<file path="src/hdl/u8d_pkg.sv">
// u8d_pkg: types and constants shared by the utf-8 byte stream decoder
// no dependencies; imported by the interfaces, the step logic and the top level
`default_nettype none

package u8d_pkg;

    localparam int unsigned BYTE_W  = 8;
    localparam int unsigned CP_W    = 16;
    localparam int unsigned LEN_W   = 3;
    localparam int unsigned PEND_W  = 2;

    // top two bits of a byte
    localparam logic [1:0] TOP_CONT = 2'b10;
    localparam logic [1:0] TOP_LEAD = 2'b11;

    localparam logic [5:0] CONT_PAYLOAD_MASK = 6'h3F;
    localparam logic [4:0] LEAD2_MASK        = 5'h1F;
    localparam logic [3:0] LEAD3_MASK        = 4'h0F;
    localparam logic [2:0] LEAD4_MASK        = 3'h07;

    localparam logic [PEND_W-1:0] PEND_ONE   = 2'd1;
    localparam logic [PEND_W-1:0] PEND_TWO   = 2'd2;
    localparam logic [PEND_W-1:0] PEND_THREE = 2'd3;
    localparam logic [PEND_W-1:0] PEND_NONE  = 2'd0;

    localparam logic [LEN_W-1:0] LEN_SINGLE = 3'd1;
    localparam logic [LEN_W-1:0] LEN_ERROR  = 3'd0;

    typedef struct packed {
        logic [PEND_W-1:0] bytes_pending;
        logic [CP_W-1:0]   accumulator;
        logic [LEN_W-1:0]  sequence_total;
    } dec_state_t;

    typedef struct packed {
        logic [CP_W-1:0]  code_point;
        logic [LEN_W-1:0] seq_length;
        logic             bad_sequence;
    } dec_result_t;

endpackage

`default_nettype wire

</file>
<file path="src/hdl/u8d_step.sv">
// u8d_step: next-state and result logic for one byte of the utf-8 stream
// depends on u8d_pkg
`default_nettype none

module u8d_step
    import u8d_pkg::*;
(
    input  wire dec_state_t       state,
    input  wire [BYTE_W-1:0]      byte_in,
    output dec_state_t            state_next,
    output logic                  res_valid,
    output dec_result_t           res
);

    logic [1:0]        top;
    logic [CP_W-1:0]   acc_shift;
    logic [PEND_W-1:0] pend_dec;
    dec_result_t       err_res;

    assign top       = byte_in[7:6];
    assign acc_shift = {state.accumulator[CP_W-7:0], byte_in[5:0] & CONT_PAYLOAD_MASK};
    assign pend_dec  = state.bytes_pending - PEND_ONE;
    assign err_res   = '{code_point: '0, seq_length: LEN_ERROR, bad_sequence: 1'b1};

    always_comb
    begin
        state_next = state;
        res_valid  = 1'b0;
        res        = '0;
        if (state.bytes_pending != PEND_NONE)
        begin
            if (top != TOP_CONT)
            begin
                state_next = '0;
                res_valid  = 1'b1;
                res        = err_res;
            end
            else if (pend_dec == PEND_NONE)
            begin
                state_next = '0;
                res_valid  = 1'b1;
                res        = '{code_point: acc_shift, seq_length: state.sequence_total,
                               bad_sequence: 1'b0};
            end
            else
            begin
                state_next.accumulator   = acc_shift;
                state_next.bytes_pending = pend_dec;
            end
        end
        else
        begin
            case (top)
                TOP_CONT:
                begin
                    state_next = '0;
                    res_valid  = 1'b1;
                    res        = err_res;
                end
                TOP_LEAD:
                begin
                    if (!byte_in[5])
                    begin
                        state_next = '{bytes_pending: PEND_ONE,
                                       accumulator: {11'd0, byte_in[4:0] & LEAD2_MASK},
                                       sequence_total: {1'b0, PEND_ONE} + LEN_SINGLE};
                    end
                    else if (!byte_in[4])
                    begin
                        state_next = '{bytes_pending: PEND_TWO,
                                       accumulator: {12'd0, byte_in[3:0] & LEAD3_MASK},
                                       sequence_total: {1'b0, PEND_TWO} + LEN_SINGLE};
                    end
                    else if (!byte_in[3])
                    begin
                        state_next = '{bytes_pending: PEND_THREE,
                                       accumulator: {13'd0, byte_in[2:0] & LEAD4_MASK},
                                       sequence_total: {1'b0, PEND_THREE} + LEN_SINGLE};
                    end
                    else
                    begin
                        state_next = '0;
                        res_valid  = 1'b1;
                        res        = err_res;
                    end
                end
                default:
                begin
                    state_next = '0;
                    res_valid  = 1'b1;
                    res        = '{code_point: {8'd0, byte_in}, seq_length: LEN_SINGLE,
                                   bad_sequence: 1'b0};
                end
            endcase
        end
    end

endmodule

`default_nettype wire

</file>
<file path="config.mk">
export PLATFORM = sky130hd
export DESIGN_NAME = u8d_step
export DESIGN_NICKNAME = d
export VERILOG_FILES = /design/src/hdl/u8d_pkg.sv /design/src/hdl/u8d_step.sv
export SDC_FILE = /design/constraint.sdc
export NUM_CORES = 1
export LEC_CHECK = 0
export BUFFER_PORTS_ARGS = -buffer_cell sky130_fd_sc_hd__buf_2
export CAP_MARGIN = 10
export CORE_MARGIN = 5
export CORE_UTILIZATION = 33
export DETAILED_ROUTE_END_ITERATION = 16
export GPL_ROUTABILITY_DRIVEN = 1
export GPL_TIMING_DRIVEN = 0
export PLACE_DENSITY = 0.89
export SLEW_MARGIN = 15
export SYNTH_ARGS = -nofsm -noshare
export SYNTH_HDL_FRONTEND = slang
export SYNTH_SLANG_ARGS = --single-unit
</file>
<file path="constraint.sdc">
create_clock -name vclk -period 8
set_clock_uncertainty 0.2 [all_clocks]
set_input_delay 2.4 -clock vclk [all_inputs]
set_output_delay 2.4 -clock vclk [all_outputs]
set_load 0.03 [all_outputs]
</file>
==> flow_summary.toml, run 1 <==
[timing]
timing.hold.ws_ns = 4.962
hold_viol_final = 0
worst_slew_pin_slew_ns = 0.5179
finalCritPeriodShare = 0.8163
max_freq_mhz = 153.1
setup_viol = 0
setup_tns_ns = 0
grt_setup_unrepaired = "false"
maxSlewViolCount = 0
finalCriticalPeriod_ns = 6.530
slew_headroom = 0.6533

[worst_setup_path]
cp_top_family = "buffers and inverters"
cp_common_cell = "buf_2"
cp_slowest_cell = "nor4b_4"
worstPathMaxFanout = 10
critPathKind = "input port to output pin"
slowest_delay_ns = 0.47
end_kind = "output pin"
critPathRequiredTime_ns = 5.40
critPathBufInv = 5
crit_path_cell_trace = "buf_2 > inv_1 > ha_1 > buf_4 > nor4b_4 > buf_6 > nand2_1 > o31ai_1 > buf_2"
worst_setup_path_start_kind = "input port"
arrival_ns = 3.93

[min_path]
hp-class = "input port to output pin"
min_to = "state_next[11]"
hp-start = "state[5]"
holdPathStages = 3

[synth]
synthTopCellsByCount = "and2_1, nor2b_1, nand2_1"
synthCells = 70
synth_area_sq_um = 470.5
seq_area_frac_synth = 0
synth_top_area_frac = 0.2926
synth_cell_types = 26
syn_nets = 101
syn_area_per_cell_sq_um = 6.721
synth-warning-count = 0
yosysMostFrequentCell = "and2_1"
synth.largest_area_cell = "and2_1"
synth_area_leaders = "and2_1, nor2b_1, ha_1, nor4b_4, and2b_1"

[placement]
place_congestion = 0.8169
port_buffers = 63
dp_hpwl_mm = 1.641
placed_cell_area_sq_um = 804.5
dpl.cell_count = 148

[floorplan]
design.die.area_sq_um = 2281
die_w_um = 47.76
rows = 13
core-area_sq_um = 1318
initial_core_util = 0.3571
fp.dieH_um = 47.76
top_level_ports = 71

[drt]
drc = 0
wire_per_inst_um = 12.80
viasPerCell = 4.885
wl_mm = 1.894
drtPass1Iterations = 3
ant_nets = 0
vias = 723
drt_iter0_markers = 9

[cells_and_area]
layout.cells.non_filler = 148
multi_input_comb_area_sq_um = 420.4
design.seq.count = 0
num-nets-final = 166
regArea_sq_um = 0
clockBufferCount = 0
fill_cells = 125
area_delta_synth_final_pct = 71.01
n_antenna_cell = 0
drive_gt1_frac = 0.5263
final_area_sq_um = 804.5

[clock_network]
holdBufCountCts = 0
cts_setup_buffers = 0
cts_resized = 0

[global_route]
grt_pass1_wl_mm = 2.484
grt_max_degree = 11
overflow = 0
antenna_found_initial = 0
first_global_vias = 611
grtUsageTotal = 0.1418

[run]
max-cap-violations = 0

[power]
powerDensity_nw_per_um2 = 55.17
ir_worst_vdd_mv = 0.02834
p_leak_nw = 0.5304

[status]
outcome = "complete, no violations"
-- tightest hold or removal path: cells and delay by family --
family / cells / cell delay (ns)
buffers and inverters: 2 / 0.27
AND/OR/NAND/NOR: 1 / 0.10
-- routing by layer --
layer,part of all wire,track usage,up-vias
met5,0,0,-
met4,0,0.01613,0
met3,0.22,0.03759,0
met2,0.43,0.2612,54
met1,0.35,0.1670,307
li1,-,-,362
-- layout by cell type (no fill, tap or decap) --
cell and n:
o21ai_0 2, o31ai_1 1, buf_2 64, clkbuf_1 1, buf_4 1, and2_1 22, o21a_1 3, buf_6 2
inv_1 3, nor4b_4 1, ha_1 2, and4bb_2 1, a32o_1 1, nor3b_1 1, nand3_1 3, nor3_1 1
a311oi_1 1, a21oi_1 2, and3_1 1, nand2_1 4, and2b_1 3, a21o_1 2, nor2b_1 6, a22o_1 1
nor2_1 3, a21oi_2 1
-- final cells by class --
class	count	area share
inverter	3	0.01400
tap	15	0.02333
multi-input combinational	62	0.5226
timing repair buffer	63	0.3919
buffer	5	0.04821
-- worst max-delay path by stage --
stage              start       endpoint  slack, ns  cells after the start
6_report       state[19]  state_next[2]       1.47                      9
5_1_grt        state[19]  state_next[2]       1.32                      9
4_1_cts        state[19]  state_next[2]       1.46                      9
3_5_place_dp   state[19]  state_next[2]       1.46                      9
3_3_place_gp   state[19]  state_next[2]       1.50                      9
2_1_floorplan  state[19]  state_next[3]       1.59                      6
-- per-stage QoR --
step	power [W]	setup slack (ns)	util
5_1_grt	0.00004771	1.317	0.6106
4_1_cts	0.00004467	1.463	0.6106
2_1_floorplan	0.00002890	1.588	-
3_5_place_dp	0.00004459	1.464	0.6106
6_report	0.00004439	1.470	0.6106
3_3_place_gp	0.00004370	1.496	0.6106
-- report_power, final --
| part | internal, W | total (W) | switching, W |
|---|---|---|---|
| clock | 0 | 0 | 0 |
| sequential | 0 | 0 | 0 |
| combinational | 0.0000160 | 0.0000444 | 0.0000284 |
| total | 0.0000160 | 0.0000444 | 0.0000284 |
-- cells by family after synthesis --
| family | after synthesis | synth area share |
|---|---|---|
| AND/OR/NAND/NOR | 46 | 0.6250 |
| AO/OA/AOI/OAI | 14 | 0.2154 |
| buffers and inverters | 8 | 0.1064 |
| adder cells (fa/ha/maj) | 2 | 0.05318 |
(Power assumes the default switching activity.)
==> run 2, diff against run 1 <==
CORE_UTILIZATION = 31   (was 33)
PLACE_DENSITY = 0.85   (was 0.89)
clock period = 6.5 ns   (was 8 ns; I/O delays follow)
==> run 2 against run 1 <==
Effect of this change: cell count up 0.68%; combinational power up 23%; global-route usage up 1.3 points.
==> flow_summary.toml, run 2 (synthesized netlist as in run 1, its figures left out) <==
[drt]
drt_iter0_markers = 6
wire_per_inst_um = 12.77
vias = 716
drtPass1Iterations = 4
wl_mm = 1.903
ant_nets = 0
viasPerCell = 4.805
drc = 0

[floorplan]
die_w_um = 48.96
top_level_ports = 71
initial_core_util = 0.3197
core-area_sq_um = 1471
fp.dieH_um = 48.96
rows = 14
design.die.area_sq_um = 2397

[placement]
place_congestion = 0.7504
port_buffers = 63
placed_cell_area_sq_um = 805.8
dpl.cell_count = 149
dp_hpwl_mm = 1.672

[cells_and_area]
final_cell_mix = "buf_2, and2_1, nor2b_1"
final_area_sq_um = 805.8
layout.cells.non_filler = 149
design.seq.count = 0
final_common_cell = "buf_2"
clockBufferCount = 0
regArea_sq_um = 0
final_util = 0.5476
n_antenna_cell = 0
drive_gt1_frac = 0.5263
area_delta_synth_final_pct = 71.28
num-nets-final = 166

[timing]
worst_slew_pin_slew_ns = 0.5065
hold_viol_final = 0
maxSlewViolCount = 0
setup_tns_ns = 0
finalCriticalPeriod_ns = 5.602
setup_viol = 0
max_freq_mhz = 178.5
finalCritPeriodShare = 0.8619
slew_headroom = 0.6609
grt_setup_unrepaired = "false"

[worst_setup_path]
cp_slowest_cell = "nor4b_4"
slowest_delay_ns = 0.46
crit_start = "state[19]"
critPathBufInv = 5
critPathRequiredTime_ns = 4.35
worst_setup_path_start_kind = "input port"
crit_path_cell_trace = "buf_2 > inv_1 > ha_1 > buf_4 > nor4b_4 > buf_6 > nand2_1 > o31ai_1 > buf_2"
end_kind = "output pin"
cp-endpoint = "state_next[2]"
cp_top_family = "buffers and inverters"
cp_common_cell = "buf_2"
cp.depth = 9
worstPathMaxFanout = 10
arrival_ns = 3.45
critPathKind = "input port to output pin"

[global_route]
overflow = 0
grtUsageTotal = 0.1546
grt_pass1_wl_mm = 3.215
first_global_vias = 725
antenna_found_initial = 0
grt_max_degree = 11

[min_path]
hp-class = "input port to output pin"

[clock_network]
cts_setup_buffers = 0
holdBufCountCts = 0
cts_resized = 0

[power]
powerDensity_nw_per_um2 = 67.97
p_leak_nw = 0.5304
ir_worst_vdd_mv = 0.02942
power.total_w = 0.00005477

[run]
max-cap-violations = 0

[status]
outcome = "complete, no violations"
-- run 2: layout make-up --
cell class                      instances  area (sq um)
Buffer                                  5         38.79
Fill cell                             141         665.6
Inverter                                3         11.26
Multi-Input combinational cell         62         420.4
Tap cell                               16         20.02
Timing Repair Buffer                   63         315.3
-- run 2: how the worst min path moves through the flow --
| stage | from | to | slack [ns] | cells past startpoint |
|---|---|---|---|---|
| floorplan | byte_in[7] | state_next[20] | 3.89 | 1 |
| global placement | state[12] | state_next[18] | 4.06 | 3 |
| detailed placement | state[12] | state_next[18] | 4.06 | 3 |
| CTS | state[12] | state_next[18] | 4.06 | 3 |
| global route | state[4] | state_next[10] | 4.08 | 3 |
| finish | state[1] | state_next[1] | 4.06 | 3 |
-- run 2: per-stage QoR --
stage	hold slack, ns	setup slack, ns
after CTS	4.062	0.8701
after floorplan	3.885	0.9875
after detailed placement	4.063	0.8718
after global routing	4.083	0.7620
after global placement	4.063	0.9076
final	4.061	0.8978
-- run 2: metal layers --
metal,track usage,routed length (um),vias to the layer above
met5,0,0,-
met4,0.008969,0,0
met3,0.03976,230,0
met2,0.3000,954,45
met1,0.1721,718,306
li1,-,-,365
-- run 2: where the power goes --
group | switching (W) | internal, W
Sequential | 0 | 0
Combinational | 0.0000351 | 0.0000197
Clock | 0 | 0
Total | 0.0000351 | 0.0000197
==> run 3, diff against run 2 <==
ABC_AREA = 1   (was unset)
CORE_UTILIZATION = 34   (was 31)
PLACE_DENSITY = 0.86   (was 0.85)
==> run 3 against run 2 <==
Effect of this change: via count rose by 34%; sequential share of layout area did not move; power up 9.8%; synthesized area is 17% higher; synthesized cell count up 61%; worst setup slack better by 0.19 ns; critical path type unchanged.
==> flow_summary.toml, run 3 <==
[worst_setup_path]
crit_start = "state[19]"
worst_setup_path_start_kind = "input port"
critPathKind = "input port to output pin"
end_kind = "output pin"
critPathRequiredTime_ns = 4.35
slowest_delay_ns = 0.21
arrival_ns = 3.26
worstPathMaxFanout = 10
cp_top_family = "buffers and inverters"
cp_slowest_cell = "inv_1"
critPathBufInv = 6
crit_path_cell_trace = "buf_2 > inv_1 > ha_1 > buf_2 > inv_1 > nand3_4 > buf_6 > nor2_1 > buf_2"
cp_common_cell = "buf_2"

[drt]
wl_mm = 2.183
wire_per_inst_um = 11.25
drt_iter0_markers = 23
drtPass1Iterations = 4
ant_nets = 0
vias = 957
viasPerCell = 4.933
drc = 0

[floorplan]
core-area_sq_um = 1524
die_w_um = 50.20
fp.dieH_um = 50.20
rows = 14
initial_core_util = 0.3604
design.die.area_sq_um = 2520
top_level_ports = 71

[timing]
setup_tns_ns = 0
slew_headroom = 0.7836
finalCriticalPeriod_ns = 5.409
hold_viol_final = 0
grt_setup_unrepaired = "false"
worst_slew_pin_slew_ns = 0.3246
max_freq_mhz = 184.9
finalCritPeriodShare = 0.8322
setup_viol = 0
maxSlewViolCount = 0

[synth]
synth_top_area_frac = 0.1822
synth_area_leaders = "nand3_1, inv_1, nor2_1, o21ai_0, nand2_1"
synth_cell_types = 17
synth.largest_area_cell = "nand3_1"
synth-warning-count = 0
synth_area_sq_um = 549.3
syn_area_per_cell_sq_um = 4.861
synthCells = 113
seq_area_frac_synth = 0
syn_nets = 144
synthTopCellsByCount = "inv_1, nor2_1, nand3_1, o21ai_0, nand2_1"

[placement]
place_congestion = 0.9032
placed_cell_area_sq_um = 894.6
dp_hpwl_mm = 1.877
port_buffers = 65

[clock_network]
cts_resized = 0
holdBufCountCts = 0
cts_setup_buffers = 0

[min_path]
min_to = "state_next[9]"
holdPathStages = 4
hp-class = "input port to output pin"
hp-start = "state[3]"

[global_route]
first_global_vias = 845
grt_pass1_wl_mm = 3.539
grt_max_degree = 11
antenna_found_initial = 0
overflow = 0
grtUsageTotal = 0.1593

[cells_and_area]
final_area_sq_um = 894.6
final_cell_mix = "buf_2, inv_1, nor2_1"
clockBufferCount = 0
regArea_sq_um = 0
num-nets-final = 211
n_antenna_cell = 0
design.seq.count = 0
area_delta_synth_final_pct = 62.87
final_common_cell = "buf_2"
drive_gt1_frac = 0.4157

[power]
ir_worst_vdd_mv = 0.03473
p_leak_nw = 0.6219
powerDensity_nw_per_um2 = 67.24

[run]
max-cap-violations = 0

[status]
outcome = "complete, no violations"
==> run 3: kinds of logic after synthesis <==
kind of cell,count (synthesis),share of synthesized area
buffers and inverters,30,0.2255
and+or+nand+nor,60,0.5376
AOI/OAI and AO/OA,21,0.1913
adders and majority gates,2,0.04555
==> run 3: worst min-delay path, stage by stage <==
cell,delay (ns)
buf_2,0.11
inv_1,0.04
nor2_1,0.03
buf_2,0.16
==> run 3: how the worst max path moves through the flow <==
stage / to / cells after the start
floorplan: state_next[19] / 6
global placement: state_next[12] / 9
detailed placement: state_next[12] / 9
CTS: state_next[12] / 9
global route: state_next[16] / 9
finish: state_next[12] / 9
==> run 3: metal layers <==
metal	routed length [um]	track usage	up-vias
met5	0	0	-
met4	0	0.004367	0
met3	258	0.03550	0
met2	1145	0.3054	49
met1	778	0.1862	421
li1	-	-	487
==> run 3: cell type report <==
cell class	instances	area (sq um)
Inverter	25	93.84
Timing Repair Buffer	65	325.3
Buffer	5	30.03
Fill cell	154	629.4
Tap cell	16	20.02
Multi-Input combinational cell	83	425.4
==> run 3: power by group <==
part | internal, W | switching, W
clock | 0 | 0
combinational | 0.0000180 | 0.0000421
sequential | 0 | 0
total | 0.0000180 | 0.0000421
==> run 3: metrics by stage <==
stage	hold slack, ns	setup WS, ns	utilization	total power, W	std cells
2_1_floorplan	3.850	1.026	-	0.00003834	113
3_3_place_gp	4.045	1.110	0.5870	0.00005882	194
3_5_place_dp	4.044	1.080	0.5870	0.00006014	194
4_1_cts	4.047	1.080	0.5870	0.00006033	194
5_1_grt	4.075	0.9505	0.5870	0.00006580	194
6_report	4.048	1.091	0.5870	0.00006015	194
